`src/rtl/assert_macros.svh`:
```
// Assertion helpers for the hash block
`ifndef ASSERT_MACROS_SVH
`define ASSERT_MACROS_SVH

// same-cycle implication, sampled on clk, off during reset
`define ANH_ASSERT_IMP(lbl, ante, cons, msg) \
  lbl: assert property (@(posedge clk) disable iff (!rst_n) (ante) |-> (cons)) else $error(msg);

// next-cycle implication, sampled on clk, off during reset
`define ANH_ASSERT_NXT(lbl, ante, cons, msg) \
  lbl: assert property (@(posedge clk) disable iff (!rst_n) (ante) |=> (cons)) else $error(msg);

`endif

```
`src/rtl/anh_pkg.sv`:
```
package anh_pkg;

  localparam int unsigned NUM_EXT = 4;

  localparam logic [7:0] MAX_PART_CHARS = 8'd255;

  localparam logic [7:0] CHAR_SLASH  = 8'h2F;
  localparam logic [7:0] CHAR_BSLASH = 8'h5C;
  localparam logic [7:0] CHAR_UPPER_A = 8'h41;
  localparam logic [7:0] CHAR_UPPER_Z = 8'h5A;
  localparam logic [7:0] CASE_OFFSET = 8'h20;

  // .nif .kf .dds .wav, lowercase
  localparam logic [7:0] EXT_PAT [NUM_EXT][4] = '{
    '{8'h2E, 8'h6E, 8'h69, 8'h66},
    '{8'h2E, 8'h6B, 8'h66, 8'h00},
    '{8'h2E, 8'h64, 8'h64, 8'h73},
    '{8'h2E, 8'h77, 8'h61, 8'h76}
  };
  localparam logic [2:0] EXT_LEN [NUM_EXT] = '{3'd4, 3'd3, 3'd4, 3'd4};

  typedef struct packed {
    logic [7:0] char_code;
    logic       is_extension;
    logic       end_of_key;
  } anh_item_t;

  typedef struct packed {
    logic [31:0] hash_low;
    logic [31:0] hash_high;
    logic        too_long;
  } anh_result_t;

  typedef struct packed {
    logic       hit;
    logic [1:0] idx;
  } anh_ext_hit_t;

  function automatic logic [7:0] fold(input logic [7:0] c);
    return (c >= CHAR_UPPER_A && c <= CHAR_UPPER_Z) ? c + CASE_OFFSET : c;
  endfunction

  function automatic logic [7:0] hash_char(input logic [7:0] lc);
    return (lc == CHAR_SLASH) ? CHAR_BSLASH : lc;
  endfunction

  // h * 0x1003F + c as shift-add
  function automatic logic [31:0] mac(input logic [31:0] h, input logic [7:0] c);
    return (h << 16) + (h << 6) - h + {24'd0, c};
  endfunction

endpackage

```
`src/rtl/archive_name_hash.sv`:
```
// Streaming archive name hash.
// Input channel (in_valid / in_stall): one character per transaction, name
// characters first (in_is_extension = 0), then the extension including its
// dot (in_is_extension = 1); in_end_of_key marks the last character of a key.
// Result channel (out_valid / out_stall): one transaction per key, carrying
// the 64-bit hash as out_hash_low / out_hash_high, or out_too_long = 1 with a
// zero hash when the name or extension ran past MAX_PART_CHARS (255) chars.
// Throughput: one character per cycle while in_stall is low. Each character
// sits in the input register, where the hash update (a shift-add multiply
// by 0x1003F into a 32-bit accumulator) is done; the result is registered,
// so out_valid rises when the last character moves on to the result register.
// A stalled receiver holds the result register; the next key keeps
// streaming in until its own last character needs the result register.
// Reset (rst_n low, synchronous) empties both registers and clears the key
// state; the block accepts characters in the first cycle after reset.
`include "assert_macros.svh"

module archive_name_hash #(
  parameter logic [7:0] MAX_PART_CHARS = anh_pkg::MAX_PART_CHARS
) (
  input  logic        clk,
  input  logic        rst_n,
  input  logic        in_valid,
  output logic        in_stall,
  input  logic [7:0]  in_char_code,
  input  logic        in_is_extension,
  input  logic        in_end_of_key,
  output logic        out_valid,
  input  logic        out_stall,
  output logic [31:0] out_hash_low,
  output logic [31:0] out_hash_high,
  output logic        out_too_long
);
  import anh_pkg::*;

  logic        s1_valid_r;
  anh_item_t   s1_item_r;
  logic        out_valid_r;
  anh_result_t out_res_r;
  anh_result_t res;
  logic        out_free, s1_go, in_acc;

  assign out_free = !out_valid_r || !out_stall;
  assign s1_go    = s1_valid_r && (!s1_item_r.end_of_key || out_free);
  assign in_stall = s1_valid_r && !s1_go;
  assign in_acc   = in_valid && !in_stall;

  anh_core #(
    .MAX_PART_CHARS (MAX_PART_CHARS)
  ) u_core (
    .clk   (clk),
    .rst_n (rst_n),
    .step  (s1_go),
    .item  (s1_item_r),
    .res   (res)
  );

  always_ff @(posedge clk) begin
    if (!rst_n) begin
      s1_valid_r <= 1'b0;
    end else if (in_acc) begin
      s1_valid_r <= 1'b1;
    end else if (s1_go) begin
      s1_valid_r <= 1'b0;
    end
  end

  always_ff @(posedge clk) begin
    if (in_acc) begin
      s1_item_r <= '{char_code: in_char_code, is_extension: in_is_extension,
                     end_of_key: in_end_of_key};
    end
  end

  always_ff @(posedge clk) begin
    if (!rst_n) begin
      out_valid_r <= 1'b0;
    end else if (s1_go && s1_item_r.end_of_key) begin
      out_valid_r <= 1'b1;
    end else if (!out_stall) begin
      out_valid_r <= 1'b0;
    end
  end

  always_ff @(posedge clk) begin
    if (s1_go && s1_item_r.end_of_key) begin
      out_res_r <= res;
    end
  end

  assign out_valid     = out_valid_r;
  assign out_hash_low  = out_res_r.hash_low;
  assign out_hash_high = out_res_r.hash_high;
  assign out_too_long  = out_res_r.too_long;

  `ANH_ASSERT_IMP(a_stall_needs_item, in_stall, s1_valid_r, "stall with empty input register")
  `ANH_ASSERT_IMP(a_too_long_zero, out_valid_r && out_res_r.too_long,
                  out_res_r.hash_low == 32'd0 && out_res_r.hash_high == 32'd0,
                  "overlong key with nonzero hash")
  `ANH_ASSERT_NXT(a_result_held, out_valid_r && out_stall, out_valid_r,
                  "stalled result dropped")
  `ANH_ASSERT_NXT(a_last_char_held, s1_valid_r && s1_item_r.end_of_key && !out_free,
                  s1_valid_r && s1_item_r.end_of_key, "last character lost while blocked")

endmodule

```
`src/rtl/anh_ext_match.sv`:
```
module anh_ext_match (
  input  logic [7:0]            lc,
  input  logic [7:0]            pos,
  input  logic [3:0]            flags_cur,
  output logic [3:0]            flags_upd,
  input  logic [7:0]            fin_count,
  input  logic [3:0]            fin_flags,
  output anh_pkg::anh_ext_hit_t hit
);
  import anh_pkg::*;

  always_comb begin
    for (int k = 0; k < NUM_EXT; k++) begin
      flags_upd[k] = flags_cur[k] & ~((pos >= {5'd0, EXT_LEN[k]}) ||
                                      (EXT_PAT[k][pos[1:0]] != lc));
    end
  end

  // lowest matching pattern wins
  always_comb begin
    hit = '0;
    for (int k = NUM_EXT - 1; k >= 0; k--) begin
      if (fin_count != 8'd0 && fin_flags[k] && fin_count == {5'd0, EXT_LEN[k]}) begin
        hit.hit = 1'b1;
        hit.idx = 2'(k);
      end
    end
  end

endmodule

```
`src/rtl/anh_core.sv`:
```
module anh_core #(
  parameter logic [7:0] MAX_PART_CHARS = anh_pkg::MAX_PART_CHARS
) (
  input  logic                 clk,
  input  logic                 rst_n,
  input  logic                 step,
  input  anh_pkg::anh_item_t   item,
  output anh_pkg::anh_result_t res
);
  import anh_pkg::*;

  logic [7:0]  name_count_r, name_count_nxt;
  logic [7:0]  first_r, first_nxt;
  logic [7:0]  recent0_r, recent0_nxt;
  logic [7:0]  recent1_r, recent1_nxt;
  logic [31:0] inner_r, inner_nxt;
  logic [31:0] ext_sum_r, ext_sum_nxt;
  logic [7:0]  ext_count_r, ext_count_nxt;
  logic [3:0]  ext_flags_r, ext_flags_nxt;
  logic        ext_phase_r, ext_phase_nxt;
  logic        ovf_r, ovf_nxt;

  logic [7:0]   lc;
  logic [3:0]   flags_upd;
  anh_ext_hit_t hit;
  logic [7:0]   b0, b1, b3, iv;

  assign lc = fold(item.char_code);

  anh_ext_match u_ext (
    .lc        (lc),
    .pos       (ext_count_r),
    .flags_cur (ext_flags_r),
    .flags_upd (flags_upd),
    .fin_count (ext_count_nxt),
    .fin_flags (ext_flags_nxt),
    .hit       (hit)
  );

  always_comb begin
    name_count_nxt = name_count_r;
    first_nxt      = first_r;
    recent0_nxt    = recent0_r;
    recent1_nxt    = recent1_r;
    inner_nxt      = inner_r;
    ext_sum_nxt    = ext_sum_r;
    ext_count_nxt  = ext_count_r;
    ext_flags_nxt  = ext_flags_r;
    ext_phase_nxt  = ext_phase_r;
    ovf_nxt        = ovf_r;
    if (item.is_extension) begin
      ext_phase_nxt = 1'b1;
      if (ext_count_r >= MAX_PART_CHARS) begin
        ovf_nxt = 1'b1;
      end else begin
        ext_sum_nxt   = mac(ext_sum_r, hash_char(lc));
        ext_flags_nxt = flags_upd;
        ext_count_nxt = ext_count_r + 8'd1;
      end
    end else if (!ext_phase_r) begin
      if (name_count_r >= MAX_PART_CHARS) begin
        ovf_nxt = 1'b1;
      end else begin
        if (name_count_r == 8'd0) begin
          first_nxt = lc;
        end
        if (name_count_r >= 8'd3) begin
          inner_nxt = mac(inner_r, hash_char(recent1_r));
        end
        recent1_nxt    = recent0_r;
        recent0_nxt    = lc;
        name_count_nxt = name_count_r + 8'd1;
      end
    end
  end

  always_comb begin
    b0 = recent0_nxt;
    b1 = (name_count_nxt > 8'd2) ? recent1_nxt : 8'd0;
    b3 = first_nxt;
    iv = {6'd0, hit.idx} + 8'd1;
    if (hit.hit) begin
      b3 = b3 + ((iv & 8'hFC) << 5);
      b0 = b0 + ((iv & 8'hFE) << 6);
      b1 = b1 + (iv << 7);
    end
    if (ovf_nxt) begin
      res = '{hash_low: 32'd0, hash_high: 32'd0, too_long: 1'b1};
    end else begin
      res.hash_low  = {b3, name_count_nxt, b1, b0};
      res.hash_high = inner_nxt + ext_sum_nxt;
      res.too_long  = 1'b0;
    end
  end

  always_ff @(posedge clk) begin
    if (!rst_n || (step && item.end_of_key)) begin
      name_count_r <= '0;
      first_r      <= '0;
      recent0_r    <= '0;
      recent1_r    <= '0;
      inner_r      <= '0;
      ext_sum_r    <= '0;
      ext_count_r  <= '0;
      ext_flags_r  <= '1;
      ext_phase_r  <= 1'b0;
      ovf_r        <= 1'b0;
    end else if (step) begin
      name_count_r <= name_count_nxt;
      first_r      <= first_nxt;
      recent0_r    <= recent0_nxt;
      recent1_r    <= recent1_nxt;
      inner_r      <= inner_nxt;
      ext_sum_r    <= ext_sum_nxt;
      ext_count_r  <= ext_count_nxt;
      ext_flags_r  <= ext_flags_nxt;
      ext_phase_r  <= ext_phase_nxt;
      ovf_r        <= ovf_nxt;
    end
  end

endmodule

```
`config.mk`:
```
export PLATFORM = sky130hd
export DESIGN_NAME = archive_name_hash
export DESIGN_NICKNAME = d
export VERILOG_FILES = /design/src/rtl/anh_pkg.sv /design/src/rtl/archive_name_hash.sv /design/src/rtl/anh_ext_match.sv /design/src/rtl/anh_core.sv
export VERILOG_INCLUDE_DIRS = /design/src /design/src/rtl
export SDC_FILE = /design/constraint.sdc
export NUM_CORES = 1
export LEC_CHECK = 0
export BUFFER_PORTS_ARGS = -buffer_cell sky130_fd_sc_hd__buf_2
export CAP_MARGIN = 20
export CORE_AREA = 2 2 147 256
export DETAILED_ROUTE_END_ITERATION = 10
export DIE_AREA = 0 0 149 258
export PLACE_DENSITY = 0.66
export SLEW_MARGIN = 15
export SYNTH_ARGS = -nofsm -noshare
export SYNTH_HDL_FRONTEND = slang
export SYNTH_SLANG_ARGS = --single-unit
```
`constraint.sdc`:
```
create_clock -name clk -period 7.6 [get_ports clk]
set_input_delay 1.52 -clock clk [delete_from_list [all_inputs] [get_ports clk]]
set_output_delay 1.52 -clock clk [all_outputs]
set_load 0.02 [all_outputs]
```
==> impl_metrics.json <==
{
  "drt_wl_total_um": 40200,
  "finalCritPeriodShare_pct": 94.4,
  "design_area_um2": 16000,
  "syn-mean-instance-area_um2": 8.20,
  "p_int_mw": 2.20,
  "switching_power_mw": 1.39,
  "required_ns": 7.81,
  "grt_pass1_vias": 12300,
  "hold_ws_ns": 0.459,
  "r2r_setup_slack_ns": 0.42,
  "die-width_um": 149,
  "worst-path-buf-inv": 2,
  "synthDistinctLibCells": 77,
  "ant_nets": 0,
  "ys_seq_area_share_pct": 31.4,
  "crit_type": "reg -> reg",
  "tightest_slew_ns": 1.12,
  "crit_family": "compound AO/OA/AOI/OAI gates",
  "ys.warnings.count": 0,
  "fmax_ghz": 0.139,
  "min_to": "u_core.first_r[3]",
  "vias": 12600,
  "layout.nets": 1977,
  "hold_path_class": "reg -> reg",
  "grt-ovfl-total": 0,
  "met1_usage_pct": 23.5,
  "use_met3_pct": 2.40,
  "drive_gt1_share_pct": 10.9,
  "antenna_found_initial": 0,
  "min_period_ns": 7.18,
  "r2r_start": "s1_item_r[4]",
  "path_clk_slew_ns": 0.08,
  "finClkSkew_ns": 0.0117,
  "cp_data_arrival_time_ns": 7.39,
  "layout_commonest_cell": "nand2_1",
  "hp-start": "u_core.first_r[3]",
  "grt_max_degree": 93,
  "antenna_cells": 0,
  "dr.pass1.iters": 5,
  "share_comb_of_total_power_pct": 40.9,
  "critPathMaxStageDelay_ns": 0.59,
  "ios": 81,
  "critPathSlowestCell": "or4_1",
  "clkPwrFrac_pct": 27.2,
  "grt_pass1_wl_um": 64100,
  "synthesis.area_um2": 14300,
  "drv_cap": 0,
  "cts_buffer_depth": 2,
  "synth_edf_count": 75,
  "synth-async-reset-ratio_pct": 0,
  "cts_root_buf": "clkbuf_16",
  "synth-seq-cells": 187,
  "rsz0062_at_grt": "false",
  "gp_congestion": 0.939,
  "startpoint_type": "flip-flop",
  "slew_viol_final": 0,
  "viasPerCell": 5.49,
  "dpl.hpwl_um": 30900,
  "r2r_end": "out_hash_high[30]",
  "pre_cts_slack_ns": 0.131,
  "path_depth": 29,
  "setup-tns-final_ns": 0,
  "yosysTopAreaCellShare_pct": 15.7,
  "reg2reg_depth": 29,
  "num_rows": 93,
  "critPathLaunch": "s1_item_r[4]",
  "status": "finished, final reports clean",
  "whs_path_depth": 2,
  "syn-num-nets": 1924,
  "synth_top_flop_cell": "dfxtp_1",
  "htreeDepth": 4,
  "yosys-top-cells-area": "edfxtp_1 (16%), dfxtp_1 (16%), ha_1 (11%)",
  "met2_usage_pct": 38.6,
  "final_cell_mix": "nand2_1 (226), nor2_1 (180), a21oi_1 (158)",
  "cts_buffers": 17,
  "worst_slew_margin_rel_pct": 25.1,
  "setup_slack_ns": 0.423,
  "cts_sinks": 187,
  "dpl_cell_area_um2": 15200,
  "start_util_pct": 39.2,
  "p_total_mw": 3.60,
  "seq_power_share_pct": 31.9,
  "power_leakage_nw": 6.80,
  "p_sw_share_pct": 38.8,
  "clk_latency_ns": 0.46,
  "cts_tree": "built",
  "wire_per_inst_um": 17.6,
  "worstPathMaxFanout": 5,
  "io_buffer_count": 80,
  "worst_setup_path_end_kind": "flip-flop",
  "fp.coreArea_um2": 36500,
  "drtIter0Drc": 685,
  "powerDensity_nw_per_um2": 225,
  "die_h_um": 258,
  "grt_use_total_pct": 21.3,
  "syn_to_final_growth_pct": 11.6,
  "synth_cells": 1746,
  "finalHoldViolCount": 0,
  "setup_viol_count_final": 0,
  "busiest_layer": "met2",
  "synth_largest_area_cell": "edfxtp_1",
  "fp.dieArea_um2": 38400,
  "drc": 0,
  "peakVddDrop_v": 0.000160
}
[synth_stat cells, types with 11 or more instances]
master	n
inv_1	150
dfxtp_1	112
a21o_1	43
nor2b_1	11
nand4_1	17
nand2_1	229
fa_1	37
xnor2_1	60
a21oi_1	161
o21bai_1	18
mux2i_1	11
nor3_1	29
ha_1	127
o21ai_0	102
clkbuf_1	60
xor2_1	48
a211oi_1	33
and3_1	14
nand3_1	31
a31oi_1	13
nand2b_1	11
o21a_1	18
mux2_2	11
nor2_1	181
edfxtp_1	75
and2_1	13
[metal layers]
layer  up-vias  share of wire [%]
li1       6159                  -
met1      5931                 38
met2       350                 52
met3       110                3.8
met4         0                6.0
met5         -                  0
[tightest hold or removal path, delay by kind of cell, from the launching register on]
family / cells / cell delay [ns]
DFF: 1 / 0.31
and+or+nand+nor: 1 / 0.05
AOI/OAI and AO/OA: 1 / 0.05
[sequential cells by signal, indices dropped and copies added (netlist names), 4 cells and up]
register,cells
out_hash_high,32
out_hash_low,32
u_core.ext_sum_r,32
u_core.inner_r,32
s1_item_r,10
u_core.ext_count_r,8
u_core.first_r,8
u_core.name_count_r,8
u_core.recent0_r,8
u_core.recent1_r,8
u_core.ext_flags_r,4
[cell type report]
type	count	area, µm²
Multi-Input combinational cell	1332	9040
Timing Repair Buffer	111	641
Clock inverter	15	218
Fill cell	3642	20600
Clock buffer	17	425
Tap cell	475	594
Sequential cell	187	4490
Inverter	150	563
[cells by family after synthesis]
group,count (synthesis),synth area share (%)
simple gates,579,18.0
buf+inv,227,6.03
flops,187,31.4
fa+ha+maj,164,16.3
compound gates,458,19.9
mux,23,1.74
xor+xnor,108,6.61
[worst max path at each step]
stage                              to  slack (ns)
detailed placement  out_hash_high[30]        0.13
CTS                 out_hash_high[30]        0.08
floorplan           out_hash_high[30]        0.46
global placement    out_hash_high[30]        0.30
global route        out_hash_high[30]        0.01
finish              out_hash_high[30]        0.42
[power by group through the flow]
stage | Sequential, mW | Clock [mW] | Combinational (mW)
2_1_floorplan | 1.19 | 0 | 1.04
5_1_grt | 1.15 | 1.03 | 1.63
6_report | 1.15 | 0.979 | 1.47
3_5_place_dp | 1.17 | 0 | 1.42
4_1_cts | 1.15 | 0.994 | 1.43
3_3_place_gp | 1.17 | 0 | 1.40
[stage by stage]
step	std cells	utilization [%]
floorplan	1746	-
global placement	2249	41.7
detailed placement	2249	41.7
CTS	2281	43.4
global route	2287	43.7
finish	2287	43.7
[timing repair]
| action | in CTS | in global routing |
|---|---|---|
| hold buffers | 0 | 0 |
| gates resized for setup | 0 | 15 |
| endpoints found under the setup margin | 0 | 6 |
| setup buffers | 0 | 5 |
(Power assumes the default switching activity.)
